==> src/hdl/mcld_pkg.sv <==
`timescale 1ns / 1ps
// ----------------------------------------------------------------------------
// mcld_pkg
// Shared types and constants of the motor current load detector.
// ----------------------------------------------------------------------------
package mcld_pkg;

   localparam int CSR_IDX_W  = 3;
   localparam int CSR_DATA_W = 16;
   localparam int TRIG_W     = 8;
   localparam int TICK_W     = 16;
   localparam int SPEED_W    = 16;
   localparam int PHASE_W    = 3;
   localparam int RSP_DATA_W = 8;

   localparam logic [CSR_IDX_W-1:0] REG_CURRENT_MODE   = 3'd0;
   localparam logic [CSR_IDX_W-1:0] REG_INRUSH_TRIGGER = 3'd1;
   localparam logic [CSR_IDX_W-1:0] REG_SETTLE_TRIGGER = 3'd2;
   localparam logic [CSR_IDX_W-1:0] REG_RUNNING_FLOOR  = 3'd3;
   localparam logic [CSR_IDX_W-1:0] REG_LOAD_TRIGGER   = 3'd4;
   localparam logic [CSR_IDX_W-1:0] REG_CONFIRM_TICKS  = 3'd5;
   localparam logic [CSR_IDX_W-1:0] REG_DEBOUNCE_TICKS = 3'd6;

   // |speed| below 1.0 per second, speed in 1/256 units
   localparam logic [SPEED_W-1:0] STOP_POS_MAX = 16'h00FF;
   localparam logic [SPEED_W-1:0] STOP_NEG_MIN = 16'hFF01;

   localparam logic [PHASE_W-1:0] PHASE_CODE_IDLE    = 3'd0;
   localparam logic [PHASE_W-1:0] PHASE_CODE_INRUSH  = 3'd1;
   localparam logic [PHASE_W-1:0] PHASE_CODE_RUN     = 3'd2;
   localparam logic [PHASE_W-1:0] PHASE_CODE_CONFIRM = 3'd3;
   localparam logic [PHASE_W-1:0] PHASE_CODE_HOLD    = 3'd4;

   typedef enum logic [4:0] {
      PH_IDLE    = 5'b00001,
      PH_INRUSH  = 5'b00010,
      PH_RUN     = 5'b00100,
      PH_CONFIRM = 5'b01000,
      PH_HOLD    = 5'b10000
   } phase_type;

   typedef struct packed {
      logic              current_mode;
      logic [TRIG_W-1:0] inrush_trigger;
      logic [TRIG_W-1:0] settle_trigger;
      logic [TRIG_W-1:0] running_floor;
      logic [TRIG_W-1:0] load_trigger;
      logic [TICK_W-1:0] confirm_ticks;
      logic [TICK_W-1:0] debounce_ticks;
   } cfg_type;

   typedef struct packed {
      logic [PHASE_W-1:0] phase;
      logic               has_load;
   } result_type;

   function automatic logic [PHASE_W-1:0] phase_code(phase_type p);
      logic [PHASE_W-1:0] code;
      case (p)
         PH_INRUSH:  code = PHASE_CODE_INRUSH;
         PH_RUN:     code = PHASE_CODE_RUN;
         PH_CONFIRM: code = PHASE_CODE_CONFIRM;
         PH_HOLD:    code = PHASE_CODE_HOLD;
         default:    code = PHASE_CODE_IDLE;
      endcase
      return code;
   endfunction

endpackage

==> src/hdl/mcld_csr.sv <==
`timescale 1ns / 1ps
// ----------------------------------------------------------------------------
// mcld_csr
// Configuration register file, write only.
// ----------------------------------------------------------------------------
module mcld_csr
   import mcld_pkg::*;
(
   input  logic                  clock,
   input  logic                  reset,
   input  logic                  csr_we,
   input  logic [CSR_IDX_W-1:0]  csr_index,
   input  logic [CSR_DATA_W-1:0] csr_wdata,
   output cfg_type               cfg
);

   cfg_type cfg_ff, cfg_in;

   always_comb begin
      cfg_in = cfg_ff;
      if (csr_we) begin
         case (csr_index)
            REG_CURRENT_MODE:   cfg_in.current_mode   = csr_wdata[0];
            REG_INRUSH_TRIGGER: cfg_in.inrush_trigger = csr_wdata[TRIG_W-1:0];
            REG_SETTLE_TRIGGER: cfg_in.settle_trigger = csr_wdata[TRIG_W-1:0];
            REG_RUNNING_FLOOR:  cfg_in.running_floor  = csr_wdata[TRIG_W-1:0];
            REG_LOAD_TRIGGER:   cfg_in.load_trigger   = csr_wdata[TRIG_W-1:0];
            REG_CONFIRM_TICKS:  cfg_in.confirm_ticks  = csr_wdata[TICK_W-1:0];
            REG_DEBOUNCE_TICKS: cfg_in.debounce_ticks = csr_wdata[TICK_W-1:0];
            default: ;
         endcase
      end
   end

   always_ff @(posedge clock) begin
      if (reset) begin
         cfg_ff <= '0;
      end else begin
         cfg_ff <= cfg_in;
      end
   end

   assign cfg = cfg_ff;

endmodule

==> src/hdl/mcld_detect.sv <==
`timescale 1ns / 1ps
// ----------------------------------------------------------------------------
// mcld_detect
// Phase machine, confirm counter and sensor debounce; one item per cycle while accept is high.
// ----------------------------------------------------------------------------
module mcld_detect
   import mcld_pkg::*;
#(
   parameter int CURRENT_BITS = 12,
   parameter int COUNT_BITS   = 16
) (
   input  logic                    clock,
   input  logic                    reset,
   input  cfg_type                 cfg,
   input  logic                    accept,
   input  logic [CURRENT_BITS-1:0] current_a,
   input  logic [CURRENT_BITS-1:0] current_b,
   input  logic [SPEED_W-1:0]      drive_speed,
   input  logic                    sensor_low,
   output result_type              result
);

   localparam int SUM_W = CURRENT_BITS + 1;
   localparam int THR_W = TRIG_W + 4;
   localparam int CMP_W = (SUM_W > THR_W) ? SUM_W : THR_W;
   localparam int LIM_W = (COUNT_BITS > TICK_W) ? COUNT_BITS : TICK_W;
   localparam logic [COUNT_BITS-1:0] CNT_MAX = '1;
   localparam logic [COUNT_BITS-1:0] CNT_ONE = COUNT_BITS'(1);

   phase_type             phase_ff, phase_in;
   logic                  flag_ff, flag_in;
   logic [COUNT_BITS-1:0] conf_cnt_ff, conf_cnt_in;
   logic [COUNT_BITS-1:0] db_cnt_ff, db_cnt_in;
   logic                  db_pend_ff, db_pend_in;

   logic [CMP_W-1:0]      sum, thr_inrush, thr_settle, thr_floor, thr_load;
   logic                  stopped, present;
   logic [COUNT_BITS-1:0] conf_up, db_next;
   logic                  conf_done, db_done;

   // average in amps == sum in 1/16 A, trigger scaled by 16
   assign sum        = CMP_W'(current_a) + CMP_W'(current_b);
   assign thr_inrush = CMP_W'({cfg.inrush_trigger, 4'b0000});
   assign thr_settle = CMP_W'({cfg.settle_trigger, 4'b0000});
   assign thr_floor  = CMP_W'({cfg.running_floor, 4'b0000});
   assign thr_load   = CMP_W'({cfg.load_trigger, 4'b0000});

   assign stopped = (drive_speed <= STOP_POS_MAX) || (drive_speed >= STOP_NEG_MIN);
   assign present = ~sensor_low;

   assign conf_up   = (conf_cnt_ff == CNT_MAX) ? CNT_MAX : conf_cnt_ff + CNT_ONE;
   assign conf_done = (conf_up == CNT_MAX) ||
                      (LIM_W'(conf_up) > LIM_W'(cfg.confirm_ticks));

   assign db_next = !db_pend_ff ? CNT_ONE :
                    (db_cnt_ff == CNT_MAX) ? CNT_MAX : db_cnt_ff + CNT_ONE;
   assign db_done = (db_next == CNT_MAX) ||
                    (LIM_W'(db_next) >= LIM_W'(cfg.debounce_ticks));

   always_comb begin
      phase_in    = phase_ff;
      flag_in     = flag_ff;
      conf_cnt_in = conf_cnt_ff;
      db_cnt_in   = db_cnt_ff;
      db_pend_in  = db_pend_ff;
      if (accept) begin
         if (cfg.current_mode) begin
            if (stopped && !flag_ff && present) begin
               flag_in = 1'b1;
            end else begin
               case (phase_ff)
                  PH_INRUSH: begin
                     flag_in = 1'b0;
                     if (sum < thr_settle) begin
                        phase_in = (sum < thr_floor) ? PH_IDLE : PH_RUN;
                     end
                  end
                  PH_RUN: begin
                     flag_in = 1'b0;
                     if (sum > thr_load) begin
                        phase_in    = PH_CONFIRM;
                        conf_cnt_in = '0;
                     end else if (sum < thr_floor) begin
                        phase_in = PH_IDLE;
                     end
                  end
                  PH_CONFIRM: begin
                     conf_cnt_in = conf_up;
                     if (conf_done) begin
                        flag_in  = 1'b1;
                        phase_in = PH_HOLD;
                     end
                  end
                  PH_HOLD: begin
                     if (sum < thr_floor) begin
                        flag_in  = 1'b0;
                        phase_in = PH_IDLE;
                     end
                  end
                  default: begin
                     flag_in  = 1'b0;
                     phase_in = (sum > thr_inrush) ? PH_INRUSH : PH_IDLE;
                  end
               endcase
            end
         end else begin
            if (present == flag_ff) begin
               db_pend_in = 1'b0;
               db_cnt_in  = '0;
            end else if (db_done) begin
               flag_in    = present;
               db_pend_in = 1'b0;
               db_cnt_in  = '0;
            end else begin
               db_pend_in = 1'b1;
               db_cnt_in  = db_next;
            end
         end
      end
   end

   always_ff @(posedge clock) begin
      if (reset) begin
         phase_ff    <= PH_IDLE;
         flag_ff     <= 1'b0;
         conf_cnt_ff <= '0;
         db_cnt_ff   <= '0;
         db_pend_ff  <= 1'b0;
      end else begin
         phase_ff    <= phase_in;
         flag_ff     <= flag_in;
         conf_cnt_ff <= conf_cnt_in;
         db_cnt_ff   <= db_cnt_in;
         db_pend_ff  <= db_pend_in;
      end
   end

   assign result.phase    = phase_code(phase_in);
   assign result.has_load = flag_in;

   a_db_idle_count_zero: assert property (@(posedge clock) disable iff (reset)
      !db_pend_ff |-> (db_cnt_ff == '0))
      else $error("debounce count nonzero while not pending");

   a_confirm_entry_clears: assert property (@(posedge clock) disable iff (reset)
      (phase_ff == PH_RUN && phase_in == PH_CONFIRM) |=> (conf_cnt_ff == '0))
      else $error("confirm count not cleared on entry");

endmodule

==> src/hdl/mcld_outbuf.sv <==
`timescale 1ns / 1ps
// ----------------------------------------------------------------------------
// mcld_outbuf
// Result register with one skid entry.
// ----------------------------------------------------------------------------
module mcld_outbuf
   import mcld_pkg::*;
(
   input  logic       clock,
   input  logic       reset,
   input  logic       in_valid,
   input  result_type in_data,
   output logic       in_ready,
   output logic       out_valid,
   input  logic       out_ready,
   output result_type out_data
);

   logic       out_valid_ff, out_valid_in;
   logic       skid_valid_ff, skid_valid_in;
   result_type out_data_ff, out_data_in;
   result_type skid_data_ff, skid_data_in;
   logic       pop;

   assign pop      = out_valid_ff && out_ready;
   assign in_ready = !skid_valid_ff;

   always_comb begin
      out_valid_in  = out_valid_ff;
      out_data_in   = out_data_ff;
      skid_valid_in = skid_valid_ff;
      skid_data_in  = skid_data_ff;
      if (!out_valid_ff || pop) begin
         if (skid_valid_ff) begin
            out_valid_in  = 1'b1;
            out_data_in   = skid_data_ff;
            skid_valid_in = 1'b0;
         end else begin
            out_valid_in = in_valid;
            out_data_in  = in_data;
         end
      end else if (in_valid) begin
         skid_valid_in = 1'b1;
         skid_data_in  = in_data;
      end
   end

   always_ff @(posedge clock) begin
      if (reset) begin
         out_valid_ff  <= 1'b0;
         skid_valid_ff <= 1'b0;
      end else begin
         out_valid_ff  <= out_valid_in;
         skid_valid_ff <= skid_valid_in;
      end
   end

   always_ff @(posedge clock) begin
      out_data_ff  <= out_data_in;
      skid_data_ff <= skid_data_in;
   end

   assign out_valid = out_valid_ff;
   assign out_data  = out_data_ff;

   a_skid_behind_out: assert property (@(posedge clock) disable iff (reset)
      skid_valid_ff |-> out_valid_ff)
      else $error("skid entry held with empty result register");

   a_stall_fills_skid: assert property (@(posedge clock) disable iff (reset)
      (in_valid && in_ready && out_valid_ff && !out_ready) |=> skid_valid_ff)
      else $error("item lost while result stalled");

   a_skid_keeps: assert property (@(posedge clock) disable iff (reset)
      (skid_valid_ff && !pop) |=> (skid_valid_ff && $stable(skid_data_ff)))
      else $error("skid entry changed while stalled");

endmodule

==> src/hdl/motor_current_load_detector.sv <==
`timescale 1ns / 1ps
// ----------------------------------------------------------------------------
// motor_current_load_detector
// Load detection from averaged motor current or a debounced presence sensor.
// ----------------------------------------------------------------------------
//  channel | dir | handshake            | payload
//  req     | in  | req_tvalid/tready    | current_a, current_b, drive_speed, sensor_low
//  rsp     | out | rsp_tvalid/tready    | has_load, phase
//  csr     | in  | csr_we               | csr_index, csr_wdata
//
//  One item per cycle while req_tready is high; its result is registered, in the result
//  register or, while that is stalled, the skid entry. The phase machine and debounce
//  update in the accept cycle; a result register plus one skid entry decouple the two sides.
//  req_tready drops only while the skid entry is occupied by a stalled result.
//  Reset is synchronous and clears all state and configuration except the result data registers.
// ----------------------------------------------------------------------------
module motor_current_load_detector
   import mcld_pkg::*;
#(
   parameter int CURRENT_BITS = 12,
   parameter int COUNT_BITS   = 16,
   localparam int REQ_DATA_W  = ((2 * CURRENT_BITS + SPEED_W + 1 + 7) / 8) * 8
) (
   input  logic                  clock,
   input  logic                  reset,
   input  logic                  req_tvalid,
   output logic                  req_tready,
   // current_a, current_b, drive_speed, sensor_low
   input  logic [REQ_DATA_W-1:0] req_tdata,
   output logic                  rsp_tvalid,
   input  logic                  rsp_tready,
   // has_load, phase
   output logic [RSP_DATA_W-1:0] rsp_tdata,
   input  logic                  csr_we,
   input  logic [CSR_IDX_W-1:0]  csr_index,
   input  logic [CSR_DATA_W-1:0] csr_wdata
);

   localparam int B_LSB  = CURRENT_BITS;
   localparam int S_LSB  = 2 * CURRENT_BITS;
   localparam int SL_BIT = 2 * CURRENT_BITS + SPEED_W;

   cfg_type    cfg;
   result_type step_result, rsp_result;
   logic       accept;

   assign accept = req_tvalid && req_tready;

   mcld_csr u_csr (
      .clock     (clock),
      .reset     (reset),
      .csr_we    (csr_we),
      .csr_index (csr_index),
      .csr_wdata (csr_wdata),
      .cfg       (cfg)
   );

   mcld_detect #(
      .CURRENT_BITS (CURRENT_BITS),
      .COUNT_BITS   (COUNT_BITS)
   ) u_detect (
      .clock       (clock),
      .reset       (reset),
      .cfg         (cfg),
      .accept      (accept),
      .current_a   (req_tdata[CURRENT_BITS-1:0]),
      .current_b   (req_tdata[B_LSB +: CURRENT_BITS]),
      .drive_speed (req_tdata[S_LSB +: SPEED_W]),
      .sensor_low  (req_tdata[SL_BIT]),
      .result      (step_result)
   );

   mcld_outbuf u_outbuf (
      .clock     (clock),
      .reset     (reset),
      .in_valid  (accept),
      .in_data   (step_result),
      .in_ready  (req_tready),
      .out_valid (rsp_tvalid),
      .out_ready (rsp_tready),
      .out_data  (rsp_result)
   );

   assign rsp_tdata = RSP_DATA_W'({rsp_result.phase, rsp_result.has_load});

endmodule

==> config.mk <==
export PLATFORM = sky130hd
export DESIGN_NAME = motor_current_load_detector
export DESIGN_NICKNAME = d
export VERILOG_FILES = /design/src/hdl/mcld_pkg.sv /design/src/hdl/mcld_csr.sv /design/src/hdl/mcld_detect.sv /design/src/hdl/mcld_outbuf.sv /design/src/hdl/motor_current_load_detector.sv
export SDC_FILE = /design/constraint.sdc
export NUM_CORES = 1
export LEC_CHECK = 0
export BUFFER_PORTS_ARGS = -buffer_cell sky130_fd_sc_hd__buf_2
export CAP_MARGIN = 20
export CORE_ASPECT_RATIO = 1.2
export CORE_UTILIZATION = 55
export DETAILED_ROUTE_END_ITERATION = 7
export GPL_TIMING_DRIVEN = 0
export PLACE_DENSITY = 0.77
export SYNTH_ARGS = -nofsm -noshare
export SYNTH_HDL_FRONTEND = slang
export SYNTH_SLANG_ARGS = --single-unit
==> constraint.sdc <==
create_clock -name clock -period 5.7 [get_ports clock]
set_clock_uncertainty 0.15 [all_clocks]
set_input_delay 0.855 -clock clock [delete_from_list [all_inputs] [get_ports clock]]
set_output_delay 0.855 -clock clock [all_outputs]
set_load 0.03 [all_outputs]
==> impl_metrics.py <==
metrics = {
    "run_status": {
        "status": "finished, final reports clean",
    },
    "synth": {
        "synth_area_leaders": "dfxtp_1, ha_1, nand2_1",
        "synth.largest_area_cell": "dfxtp_1",
        "ys.warnings.count": 0,
        "synth_top_area_frac": 0.277,
        "ys_seq_area_frac": 0.308,
        "synthesis.area_um2": 7670,
        "ys_types": 76,
        "synthFlopType": "dfxtp_1",
        "postSynthAreaPerCell_um2": 7.66,
        "synth_edf_count": 8,
        "synth_cells": 1001,
        "async_flop_share": 0,
        "synth_seq_cells": 114,
    },
    "job": {
        "drv_cap": 0,
    },
    "sta": {
        "slew_violations": 0,
        "timing.fmax_ghz": 0.185,
        "finalCritPeriodShare": 0.947,
        "hold_viol": 0,
        "setup_ws_ns": 0.304,
        "whs_ns": 0.301,
        "slew_headroom": 0.375,
        "rsz0062_at_grt": "no",
        "layout_min_cycle_time_ns": 5.40,
        "finalSetupViolCount": 0,
        "tightest_slew_ns": 0.934,
    },
    "floorplan": {
        "start_util": 0.572,
        "core_area_um2": 13400,
        "rows": 46,
        "die_h_um": 131,
        "die_w_um": 110,
        "dieArea_um2": 14400,
        "ios": 82,
    },
    "grt": {
        "antenna_found_initial": 0,
        "grt_max_degree": 17,
        "grt.total_usage": 0.277,
        "grt_pass1_wl_um": 31500,
        "grt_overflow": 0,
        "grt_pass1_vias": 6743,
    },
    "power_and_ir_drop": {
        "pwr_density_cell_nw_per_um2": 247,
        "vdd_drop_max_uv": 215,
        "power.leakage_nw": 3.38,
        "power_mw": 2.18,
    },
    "final_layout": {
        "multi_input_area_um2": 4840,
        "design_area_um2": 8810,
        "fillers": 1191,
        "seq_area_um2": 2360,
        "final_cells": 1274,
        "area_growth_pct": 14.8,
        "drive_gt1_frac": 0.118,
        "nets": 1243,
        "num_antenna_cells": 0,
    },
    "critical_path": {
        "timing.critical_path.slowest_stage_cell": "o21ai_1",
        "r2r-end": "u_outbuf.out_data[3]",
        "cp.arrival_ns": 5.61,
        "required_ns": 5.91,
        "crit_path_end_kind": "flop",
        "regToRegStartpoint": "u_detect.conf_cnt_ff[0]",
        "r2r_cells": 17,
        "critPathMaxFanout": 10,
        "worst-r2r-setup-slack_ns": 0.74,
        "critPathKind": "primary input to flop",
        "critPathLaunchType": "primary input",
        "critPathMaxStageDelay_ns": 0.59,
        "crit_chain": "buf_2, ha_1, a21oi_1, a21boi_0, o21ai_0, a21boi_0, o21ai_0, a221oi_2, o21a_1, nor2_1, xnor2_1, ha_1, nand4_1, o32ai_1, a21oi_1, o21ai_1, clkbuf_1, a22oi_1, nor2_1",
    },
    "clocking": {
        "clkLatencyLatePin_ns": 0.42,
        "cts_tree": "built",
        "cts_max_level": 4,
        "cts_sinks": 114,
        "clock-root-buffer": "clkbuf_16",
        "clk_path_buf_depth": 2,
        "clk_pin_slew_ns": 0.05,
        "numCtsBuffers": 17,
    },
    "hold_path": {
        "hold_start": "u_csr.cfg[15]",
        "min_path_cells": 2,
        "min_path_type": "flop to flop",
        "holdPathEnd": "u_csr.cfg[15]",
    },
    "placement": {
        "pre_cts_slack_ns": -0.113,
        "gp_congestion": 0.907,
        "dp_hpwl_um": 14300,
        "placed_cells": 1242,
        "place_area_um2": 8240,
        "io_buffers": 70,
    },
    "drt": {
        "route.detailed.drc": 0,
        "via_count": 7361,
        "routed_wl_um": 19300,
        "first_pass_iters": 6,
        "drtIter0Drc": 459,
        "wire_per_inst_um": 15.1,
        "final_antenna_net_count": 0,
        "via_per_inst": 5.78,
    },
}
-- stage by stage --
stage          setup TNS, ns   util
6_report                   0  0.657
5_1_grt                    0  0.657
4_1_cts                    0  0.656
3_5_place_dp          -0.325  0.615
3_3_place_gp         -0.0956  0.615
2_1_floorplan              0      -
-- worst max path at each step --
stage                             from                      end  slack (ns)  depth (start not counted)
final                     req_tdata[2]  u_detect.conf_cnt_ff[6]        0.30                         19
after CTS                 req_tdata[2]     u_outbuf.out_data[2]        0.30                         20
after floorplan           req_tdata[2]     u_outbuf.out_data[0]        0.80                         19
after detailed placement  req_tdata[2]     u_outbuf.out_data[0]       -0.11                         20
after global placement    req_tdata[2]     u_outbuf.out_data[0]       -0.06                         20
after global routing      req_tdata[2]  u_detect.conf_cnt_ff[6]        0.02                         19
-- Yosys cell counts, types with 12 or more instances --
cell type / count
nand2_1: 164
dfxtp_1: 106
a21oi_1: 101
nor2_1: 85
ha_1: 76
inv_1: 75
o21ai_0: 34
clkbuf_1: 28
nand3_1: 27
a22oi_1: 24
nor3_1: 20
nand4_1: 19
nor2b_1: 17
a21o_1: 15
xnor2_1: 15
nand2b_1: 14
mux2i_1: 12
-- routing by layer --
layer  routed length, um  vias up  global-route usage
met3                 983       33              0.0536
met1                8640     3412               0.357
met4                 390        0              0.0963
met2                9260      198               0.453
met5                   0        -                   0
li1                    -     3718                   -
-- area by class of cell --
type / count / share of cell area
multi-input cells: 771 / 0.550
plain buffers: 44 / 0.0229
clock buffers: 25 / 0.0563
flip-flops and latches: 114 / 0.268
inverters: 75 / 0.0320
well taps: 168 / 0.0239
clock inverters: 6 / 0.00625
repair buffers: 71 / 0.0406
-- state kept, by name, indices dropped and copies added, names as in the netlist --
signal / flops
u_csr.cfg: 65
u_detect.conf_cnt_ff: 16
u_detect.db_cnt_ff: 16
u_detect.phase_ff: 5
u_outbuf.out_data: 4
u_outbuf.skid_data_ff: 4
u_detect.db_pend_ff: 1
u_detect.flag_ff: 1
u_outbuf.out_valid: 1
u_outbuf.skid_valid_ff: 1
-- critical path: cells and delay by family --
family,cells,cell delay (ns)
buffers and inverters,2,0.57
and+or+nand+nor,3,0.26
xor gates and xnor gates,1,0.51
AOI/OAI and AO/OA,11,2.79
adders and majority gates,2,0.63
-- timing repair --
action                                  CTS  global route
hold buffers                              0             0
resized for setup                         0             2
buffers inserted                          0             1
endpoints found under the setup margin    0            14
-- cell usage in the layout, fill, tap and decap left out, types with 20 or more instances in the layout --
master,n
nor3_1,20
nand2_1,164
buf_2,81
nor2_1,85
nand3_1,27
clkbuf_1,32
o21ai_0,33
ha_1,76
dfxtp_1,106
inv_1,75
a22oi_1,24
a21oi_1,101
-- where the power goes --
group / internal [mW] / total (mW) / switching (mW)
clock: 0.638 / 0.999 / 0.361
combinational: 0.138 / 0.348 / 0.209
sequential: 0.823 / 0.831 / 0.00832
-- kinds of logic after synthesis --
group | after synthesis | share of synthesized area
AOI/OAI and AO/OA | 249 | 0.207
xor gates and xnor gates | 26 | 0.0297
adders and majority gates | 77 | 0.127
buffers and inverters | 119 | 0.0630
DFF | 114 | 0.308
muxes | 12 | 0.0157
other | 1 | 0.000489
and+or+nand+nor | 403 | 0.250
Power figures use the tool's default switching activity.
